**src/hw/rtl/ttcw_pkg.sv**
```systemverilog
// Shared types, constants and control/status structs for the text terminal cell writer.
`timescale 1ns / 1ps

package ttcw_pkg;

    localparam int DEF_COLUMNS = 80;
    localparam int DEF_ROWS    = 25;

    localparam int OP_W      = 2;
    localparam int CHAR_W    = 8;
    localparam int IDX_W     = 11;
    localparam int ATTR_W    = 4;
    localparam int DATA_W    = 16;
    localparam int ROW_OUT_W = 5;
    localparam int COL_OUT_W = 7;

    localparam logic [CHAR_W-1:0] CH_BLANK = 8'h20;
    localparam logic [CHAR_W-1:0] CH_SUBST = 8'h3F;
    localparam logic [CHAR_W-1:0] CH_LOW   = 8'd32;
    localparam logic [CHAR_W-1:0] CH_HIGH  = 8'd126;
    localparam logic [CHAR_W-1:0] CH_CR    = 8'd13;
    localparam logic [CHAR_W-1:0] CH_LF    = 8'd10;
    localparam logic [CHAR_W-1:0] CH_BS    = 8'd8;

    localparam logic [ATTR_W-1:0] ATTR_RESET = 4'd7;

    typedef enum logic [OP_W-1:0] {
        OP_PUT   = 2'd0,
        OP_READ  = 2'd1,
        OP_CLEAR = 2'd2,
        OP_NOP   = 2'd3
    } t_op;

    // controller -> datapath
    typedef struct packed {
        logic load;       // latch input fields
        logic bs;         // step back and blank cell
        logic line;       // column 0, next row unless on last row
        logic home;       // cursor to 0,0
        logic put;        // write char at cursor, advance
        logic ptr_clr;    // sweep pointer to 0
        logic scroll_rd;  // read cell one row below pointer
        logic scroll_wr;  // write read data at pointer, advance
        logic fill;       // write blank at pointer, advance
        logic fill_rst;   // blank uses reset attribute
        logic cell_rd;    // read cell at latched index
        logic out_load;   // load result register
    } t_dp_cmd;

    // datapath -> controller
    typedef struct packed {
        t_op  op;
        logic is_cr;
        logic is_lf;
        logic is_bs;
        logic col_zero;
        logic col_full;
        logic row_last;
        logic ptr_copy_last;
        logic ptr_end;
        logic out_free;
    } t_dp_sts;

endpackage

```
**src/hw/rtl/ttcw_controller.sv**
```systemverilog
// Controller: sequences decode, put, newline, scroll, clear and the post-reset blanking pass.
`timescale 1ns / 1ps

module ttcw_controller
    import ttcw_pkg::*;
(
    input  logic    i_clk,
    input  logic    i_rst_n,
    input  logic    i_in_valid,
    output logic    o_in_stall,
    output t_dp_cmd o_cmd,
    input  t_dp_sts i_sts
);

    typedef enum logic [3:0] {
        S_RST_CLR,
        S_IDLE,
        S_DECODE,
        S_LINE,
        S_SCROLL_RD,
        S_SCROLL_WR,
        S_BLANK,
        S_PUT,
        S_CLEAR,
        S_DONE
    } t_state;

    t_state r_state;
    t_state n_state;

    always_comb begin
        n_state = r_state;
        o_cmd   = '0;
        case (r_state)
            S_RST_CLR: begin
                o_cmd.fill     = 1'b1;
                o_cmd.fill_rst = 1'b1;
                if (i_sts.ptr_end) begin
                    n_state = S_IDLE;
                end
            end
            S_IDLE: begin
                if (i_in_valid) begin
                    o_cmd.load = 1'b1;
                    n_state    = S_DECODE;
                end
            end
            S_DECODE: begin
                case (i_sts.op)
                    OP_PUT: begin
                        if (i_sts.is_cr) begin
                            n_state = S_DONE;
                        end else if (i_sts.is_lf) begin
                            n_state = S_LINE;
                        end else if (i_sts.is_bs) begin
                            o_cmd.bs = !i_sts.col_zero;
                            n_state  = S_DONE;
                        end else if (i_sts.col_full) begin
                            n_state = S_LINE;  // lazy wrap
                        end else begin
                            n_state = S_PUT;
                        end
                    end
                    OP_READ: begin
                        o_cmd.cell_rd = 1'b1;
                        n_state       = S_DONE;
                    end
                    OP_CLEAR: begin
                        o_cmd.ptr_clr = 1'b1;
                        o_cmd.home    = 1'b1;
                        n_state       = S_CLEAR;
                    end
                    default: begin
                        n_state = S_DONE;
                    end
                endcase
            end
            S_LINE: begin
                o_cmd.line = 1'b1;
                if (i_sts.row_last) begin
                    o_cmd.ptr_clr = 1'b1;
                    n_state       = S_SCROLL_RD;
                end else if (i_sts.is_lf) begin
                    n_state = S_DONE;
                end else begin
                    n_state = S_PUT;
                end
            end
            S_SCROLL_RD: begin
                o_cmd.scroll_rd = 1'b1;
                n_state         = S_SCROLL_WR;
            end
            S_SCROLL_WR: begin
                o_cmd.scroll_wr = 1'b1;
                // pointer lands on the first cell of the bottom row
                n_state = i_sts.ptr_copy_last ? S_BLANK : S_SCROLL_RD;
            end
            S_BLANK: begin
                o_cmd.fill = 1'b1;
                if (i_sts.ptr_end) begin
                    n_state = i_sts.is_lf ? S_DONE : S_PUT;
                end
            end
            S_PUT: begin
                o_cmd.put = 1'b1;
                n_state   = S_DONE;
            end
            S_CLEAR: begin
                o_cmd.fill = 1'b1;
                if (i_sts.ptr_end) begin
                    n_state = S_DONE;
                end
            end
            S_DONE: begin
                if (i_sts.out_free) begin
                    o_cmd.out_load = 1'b1;
                    n_state        = S_IDLE;
                end
            end
            default: begin
                n_state = S_IDLE;
            end
        endcase
    end

    always_ff @(posedge i_clk) begin
        if (!i_rst_n) begin
            r_state <= S_RST_CLR;
        end else begin
            r_state <= n_state;
        end
    end

    assign o_in_stall = r_state != S_IDLE;

endmodule

```
**config.mk**
```make
export PLATFORM = sky130hd
export DESIGN_NAME = ttcw_controller
export DESIGN_NICKNAME = d
export VERILOG_FILES = /design/src/hw/rtl/ttcw_pkg.sv /design/src/hw/rtl/ttcw_controller.sv
export SDC_FILE = /design/constraint.sdc
export NUM_CORES = 1
export LEC_CHECK = 0
export BUFFER_PORTS_ARGS = -buffer_cell sky130_fd_sc_hd__buf_4
export CAP_MARGIN = 10
export CELL_PAD_IN_SITES_DETAIL_PLACEMENT = 2
export CELL_PAD_IN_SITES_GLOBAL_PLACEMENT = 2
export CORE_MARGIN = 2
export CORE_UTILIZATION = 22
export CTS_CLUSTER_DIAMETER = 120
export CTS_CLUSTER_SIZE = 40
export DETAILED_ROUTE_END_ITERATION = 8
export PLACE_DENSITY = 0.76
export SETUP_SLACK_MARGIN = 0.4
export SLEW_MARGIN = 20
export SYNTH_ARGS = -nofsm -noshare
export SYNTH_HDL_FRONTEND = slang
export SYNTH_SLANG_ARGS = --single-unit
```
**constraint.sdc**
```tcl
create_clock -name i_clk -period 2.16 [get_ports i_clk]
set_input_delay 0.648 -clock i_clk [delete_from_list [all_inputs] [get_ports i_clk]]
set_output_delay 0.648 -clock i_clk [all_outputs]
set_load 0.02 [all_outputs]
```
Yosys cells after proc, flatten, opt, wreduce, memory -nomap -nowiden
Cells that the tools add are included.
- equal/unequal tests: 17
- muxes and demuxes: 35
- reduce and logical (&&, ||, !) cells: 5
- operator list (cell ; count):
    $mux W4 ; 10
    $pmux W4 S10 ; 1
    $mux W1 ; 20
    $eq A4 B3 Y1 const B ; 4
    $ne A2 B2 Y1 const B ; 5
    $eq A4 B2 Y1 const B ; 2
    $eq A4 B4 Y1 const B ; 2
    $pmux W4 S2 ; 1
    $reduce_and A5 Y1 ; 1
    $eq A4 B1 Y1 const B ; 1
    $logic_not A4 Y1 ; 1
    $ne A4 B1 Y1 const B ; 1
    $mux W3 ; 1
    $reduce_or A3 Y1 ; 1
    $eq A2 B1 Y1 const B ; 1
    $eq A2 B2 Y1 const B ; 1
    $logic_not A2 Y1 ; 1
    $mux W2 ; 1
    $pmux W1 S2 ; 1
    $logic_not A1 Y1 ; 1
- flip-flop bits (word level): 4
- input bits: 14

Logic depth before layout (Yosys ltp)
Gate-level depths: netlist (run 1).
- depth in word-level cells: 6
- gate-level depth with buffers: 6
- depth with buffers taken out: 4

Worst setup path before layout (run 1)
No wires, ideal clock.
- path type: reg-to-output
- start: register r_state[2]
- end: output o_cmd[10] (netlist name)
- arrival: 1.625 ns
- data required time: 1.512 ns
- slack: -0.113 ns
- stages on the path, launching flop included: 4
- cells stage by stage: dfxtp_1 -> or4b_4 -> nor4_4 -> nor3b_1
- RTL lines (item ; RTL line ; text):
    start, declared ; ttcw_controller.sv:28 ; t_state r_state;
    start signal, assigned ; ttcw_controller.sv:130 ; r_state <= n_state;
    end, declared ; ttcw_controller.sv:11 ; output t_dp_cmd o_cmd,

==> flow_metrics.tcl, run 1 <==
set metrics [dict create \
    leakagePower_nw 0.476 \
    min-delay-start "i_rst_n" \
    path_delay_family "simple AND/OR/NAND/NOR gates" \
    regArea_um2 82.6 \
    multi_input_area_um2 567 \
    max-slew-margin-rel_pct 74.2 \
    r2r_end "r_state[2]" \
    synth_top_area_cell "dfxtp_1" \
    cp_max_fo 3 \
    crit_required_ps 1510 \
    port_buffers 26 \
    htree_levels 1 \
    min_path_cells 3 \
    power_per_cell_area_nw_per_um2 279 \
    coreArea_um2 2250 \
    swShare_pct 36.0 \
    cp_slowest_cell "or4b_4" \
    diodes 0 \
    drive_gt1_share_pct 63.6 \
    start_util_pct 23.9 \
    clk-insertion-delay-late_ps 250 \
    fin_ws_ps -189 \
    wl_per_cell_um 21.5 \
    grt.met3_usage_pct 4.24 \
    cts_root_buf "clkbuf_4" \
    drv_slew 0 \
    die_area_um2 2860 \
    synth_flop_cell "dfxtp_1" \
    busiest_layer "met2" \
    first_pass_iters 4 \
    grt_pass1_vias 812 \
    cts_tree "built" \
    ys_ff_latch 4 \
    setup_viol 5 \
    crit_type "reg2out" \
    synthTopCellsByArea "dfxtp_1 15%, a21oi_1 7.4%, nand2b_1 5.8%, nand2_1 5.6%, nor2_1 4.9%" \
    violations "setup timing" \
    grt_pass1_wl_um 4010 \
    post-route-util_pct 51.6 \
    vias 790 \
    worst-r2r-cell-count 7 \
    yosys_warnings 0 \
    clk_pin_slew_ps 50 \
    hold_buffers 0 \
    clock_sinks 4 \
    clkPwrFrac_pct 31.0 \
    grt_util_met2_pct 37.2 \
    critical_path_buf_inv_count 1 \
    power.total_w 0.000325 \
    hold_violations 0 \
    post-route-min-period_ps 2350 \
    grt_usage_pct 19.5 \
    fillers 248 \
    hold_end "r_state[3]" \
    min_path_type "in2reg" \
    status "complete, but fails checks" \
    synth_top_area_share_pct 14.9 \
    numCtsBuffers 3 \
    clock_skew_ps 9.27 \
    antenna_found_initial 0 \
    drt_iter0_markers 15 \
    nets 137 \
    regMostFlops "r_state" \
    start_kind "flip-flop" \
    netSwitchingPower_w 0.000117 \
    syn-num-nets 91 \
    wl_um 3200 \
    rows 17 \
    maxCapViolCount 0 \
    place_congestion 0.770 \
    rsz0062_at_grt "yes" \
    end_kind "output port" \
    post-route-drc-count 0 \
    pwr-share-seq_pct 24.4 \
    top_regs "r_state x4" \
    synth_seq_area_share_pct 14.9 \
    r2r_slack_ps 390 \
    synth.distinct_cells 35 \
    critPathMaxStageDelay_ps 580 \
    worstPathCellList "or4b_4, nor4_4, nor3b_4, buf_6" \
    syn2layout_area_growth_pct 116 \
    die_w_um 53.5 \
    chipHeight_um 53.5 \
    dp_worst_setup_slack_ps 60.6 \
    hpwl_um 1810 \
    ir_drop_mv 0.389 \
    synth_edf_count 0 \
    async_flop_share_pct 0 \
    reg2reg_from "r_state[3]" \
    worstMarginPinSlew_ps 386 \
    cp.arrival_ps 1700 \
    largest_reg_flops 4 \
    ioPinCount 27 \
    syn_inst 77 \
    intPower_w 0.000208 \
    use_met1_pct 22.7 \
    clock.fmax_mhz 426 \
    synth_common_cells "8 x a21oi_1, 8 x nand2_1, 7 x nor2_1" \
    combPwrFrac_pct 44.6 \
    finalCritPeriodShare_pct 109 \
    vias_per_cell 5.30 \
    cts_buffer_depth 2 \
    syn_avg_cell_area_um2 6.99 \
    ant_nets 0 \
    grt_max_degree 22 \
    gr-total-overflow 0 \
    synth_area_um2 538 \
]
[metrics by stage]
stage	hold slack [ps]	instances	TNS, ps	cell area [µm²]
2_1_floorplan	633	77	0	574
5_1_grt	691	149	-609	1160
4_1_cts	655	141	-315	996
3_5_place_dp	690	133	0	832
6_report	670	149	-338	1160
3_3_place_gp	679	133	0	832
[tightest hold or removal path, stage by stage]
cell,delay [ps]
buf_4,120
inv_1,70
a221oi_2,40
[cell usage in the layout (no fill, tap or decap), drive strengths merged, types with 2 or more instances in the layout]
cell type / synthesis / routed
nand2b: 5 / 5
or3b: 3 / 3
o21ai: 4 / 4
dfxtp: 4 / 4
inv: 3 / 3
nor4: 3 / 3
nor3b: 3 / 3
a21oi: 9 / 9
nor3: 2 / 2
and3: 2 / 2
nor2b: 3 / 3
clkbuf: 0 / 3
nor2: 7 / 7
nand2: 8 / 8
buf: 5 / 46
[power groups by stage]
stage | clock, W | combinational [W] | sequential (W)
after floorplan | 0 | 0.0000562 | 0.0000788
after global placement | 0 | 0.000106 | 0.0000785
after detailed placement | 0 | 0.000110 | 0.0000788
after CTS | 0.0000996 | 0.000118 | 0.0000779
after global routing | 0.000108 | 0.000154 | 0.0000795
final | 0.000101 | 0.000145 | 0.0000794
[cells by family after synthesis]
logic type	Yosys count	share of synthesized area [%]
DFF	4	14.9
buffers and inverters	8	6.74
AOI/OAI and AO/OA	23	27.7
and+or+nand+nor	41	49.1
xor gates and xnor gates	1	1.63
[worst max-delay path by stage]
stage / start / end / slack (ps) / depth (start not counted)
finish: r_state[3] / o_cmd[10] / -190 / 4
global route: r_state[3] / o_cmd[10] / -260 / 4
CTS: r_state[3] / o_cmd[10] / -190 / 4
detailed placement: r_state[3] / o_cmd[10] / 60 / 4
global placement: i_sts[9] / o_cmd[10] / 90 / 4
floorplan: r_state[3] / o_cmd[6] / 110 / 3
[area by class of cell]
cell class / instances / area share [%]
sequential: 4 / 7.10
tap: 28 / 3.01
inverter: 3 / 1.61
multi-input combinational: 65 / 48.7
clock buffer: 3 / 1.94
timing repair buffer: 46 / 37.6
[routing by layer]
metal  part of all wire, %  vias up
li1                      -      375
met1                    45      387
met2                    51       24
met3                   3.4        4
met4                   1.1        0
met5                     0        -
[timing repair]
| item | 4_1_cts | 5_1_grt |
|---|---|---|
| setup buffers | 5 | 8 |
| pin swaps | 4 | 9 |
| gates resized for setup | 31 | 24 |
| setup endpoints to repair | 13 | 14 |
Note: power is estimated with default switching activity, not from simulation.
==> run 2, diff against run 1 <==
- SKIP_LAST_GASP: unset -> 1
==> flow_metrics.tcl, run 2 (synthesized netlist as in run 1, its figures left out) <==
set metrics [dict create \
    worstPathCellList "or4b_4, nor4_4, nor3b_4, buf_4" \
    clock_sinks 4 \
    dp.cells 133 \
    first_pass_iters 3 \
    grt_usage_pct 19.6 \
    mostFrequentLayoutCell "buf_4" \
    cts_tree "built" \
    cts_buffer_depth 2 \
    status "complete, but fails checks" \
    dpl_cell_area_um2 832 \
    wl_per_cell_um 18.1 \
    min_path_cells 3 \
    hold_end "r_state[3]" \
    start_kind "flip-flop" \
    fillers 256 \
    worst-r2r-cell-count 7 \
    clock_skew_ps 4.10 \
    htree_levels 1 \
    layout_common_cells "32 x buf_4, 10 x buf_6, 7 x nand2_1, 7 x a21oi_1, 5 x nand2b_1" \
    hold_violations 0 \
    critPathMaxStageDelay_ps 570 \
    wl_um 2650 \
    met1_length_um 1140 \
    crit_required_ps 1510 \
    cts_root_buf "clkbuf_4" \
    syn2layout_area_growth_pct 98.6 \
    clock.fmax_mhz 425 \
    drt_iter0_markers 10 \
    cp_slowest_cell "or4b_4" \
    die_w_um 53.5 \
    dr_wl_met2_um 1400 \
    port_buffers 26 \
    start_util_pct 23.9 \
    netSwitchingPower_w 0.000102 \
    min-delay-start "i_rst_n" \
    fin_cells 147 \
    fin_ws_ps -191 \
    grt_max_degree 22 \
    crit_type "reg2out" \
    vias 789 \
    max-slew-margin-rel_pct 76.4 \
    post-route-min-period_ps 2350 \
    antenna_found_initial 0 \
    violations "setup timing" \
    worstMarginPinSlew_ps 353 \
    dp_worst_setup_slack_ps 60.6 \
    vias_per_cell 5.37 \
    power_per_cell_area_nw_per_um2 280 \
    top_regs "r_state x4" \
    drv_slew 0 \
    gr-total-overflow 0 \
    ant_nets 0 \
    die_area_um2 2860 \
    maxUsedRoutingLayer "met4" \
    largest_reg_flops 4 \
    place_congestion 0.770 \
    r2r_end "r_state[3]" \
    clk-insertion-delay-late_ps 230 \
    leakagePower_nw 0.453 \
    clk_pin_slew_ps 40 \
    fin_area_um2 1070 \
    holdWs_ps 669 \
    regMostFlops "r_state" \
    cp_max_fo 3 \
    ir_drop_mv 0.339 \
    coreArea_um2 2250 \
    grt_pass1_vias 827 \
    swShare_pct 33.9 \
    cp.arrival_ps 1700 \
    end_kind "output port" \
    grt_pass1_wl_um 4030 \
    clkPwrFrac_pct 31.0 \
    maxCapViolCount 0 \
    drive_gt1_share_pct 58.8 \
    diodes 0 \
    pwr-share-seq_pct 26.6 \
    rsz0062_at_grt "yes" \
    post-route-drc-count 0 \
    r2r_slack_ps 490 \
    reg2reg_from "r_state[3]" \
    combPwrFrac_pct 42.3 \
    min_path_type "in2reg" \
    hold_buffers 0 \
    chipHeight_um 53.5 \
    numCtsBuffers 3 \
    nets 135 \
    hpwl_um 1810 \
    ioPinCount 27 \
    route.met3.wl_um 85 \
    setup_viol 3 \
    rows 17 \
    intPower_w 0.000198 \
    finalCritPeriodShare_pct 109 \
]
[run 2: cell type report]
class | instances | area (µm²) | share of cell area (%)
flip-flops and latches | 4 | 82.6 | 7.73
clock buffers | 3 | 22.5 | 2.11
well taps | 28 | 35.0 | 3.28
multi-input cells | 65 | 532 | 49.8
inverters | 3 | 13.8 | 1.29
repair buffers | 44 | 383 | 35.8
[run 2: metrics by stage]
step	util, %	power [W]	setup TNS (ps)
after global placement	36.9	0.000185	0
after global routing	47.4	0.000318	-528
final	47.4	0.000300	-332
after CTS	42.1	0.000291	-321
after detailed placement	36.9	0.000189	0
after floorplan	-	0.000135	0
[run 2: worst max-delay path by stage]
stage | startpoint | end | slack [ps] | depth (start not counted)
finish | r_state[0] | o_cmd[10] | -190 | 4
global route | r_state[3] | o_cmd[10] | -250 | 4
CTS | r_state[3] | o_cmd[10] | -190 | 4
detailed placement | r_state[3] | o_cmd[10] | 60 | 4
global placement | i_sts[9] | o_cmd[10] | 90 | 4
floorplan | r_state[3] | o_cmd[6] | 110 | 3
[run 2: layer usage]
| metal | up-vias | global-route usage (%) |
|---|---|---|
| met5 | - | 0 |
| met4 | 0 | 2.56 |
| met3 | 4 | 4.80 |
| met2 | 17 | 36.6 |
| met1 | 399 | 22.6 |
| li1 | 369 | - |
[run 2: repair_timing]
item	4_1_cts	5_1_grt
gates cloned	0	0
setup endpoints to repair	13	14
buffers inserted	5	6
pin swaps	4	8
resized for setup	18	18
[run 2: power groups by stage]
stage / Sequential [W] / Combinational (W) / Clock (W)
2_1_floorplan: 0.0000788 / 0.0000562 / 0
3_3_place_gp: 0.0000785 / 0.000106 / 0
3_5_place_dp: 0.0000788 / 0.000110 / 0
4_1_cts: 0.0000779 / 0.000113 / 0.0000996
5_1_grt: 0.0000794 / 0.000136 / 0.000103
6_report: 0.0000798 / 0.000127 / 0.0000930
[run 2: critical path: cells and delay by family, from the launching register on]
| kind | cells | cell delay (ps) |
|---|---|---|
| buf+inv | 1 | 160 |
| flops | 1 | 340 |
| simple gates | 3 | 960 |
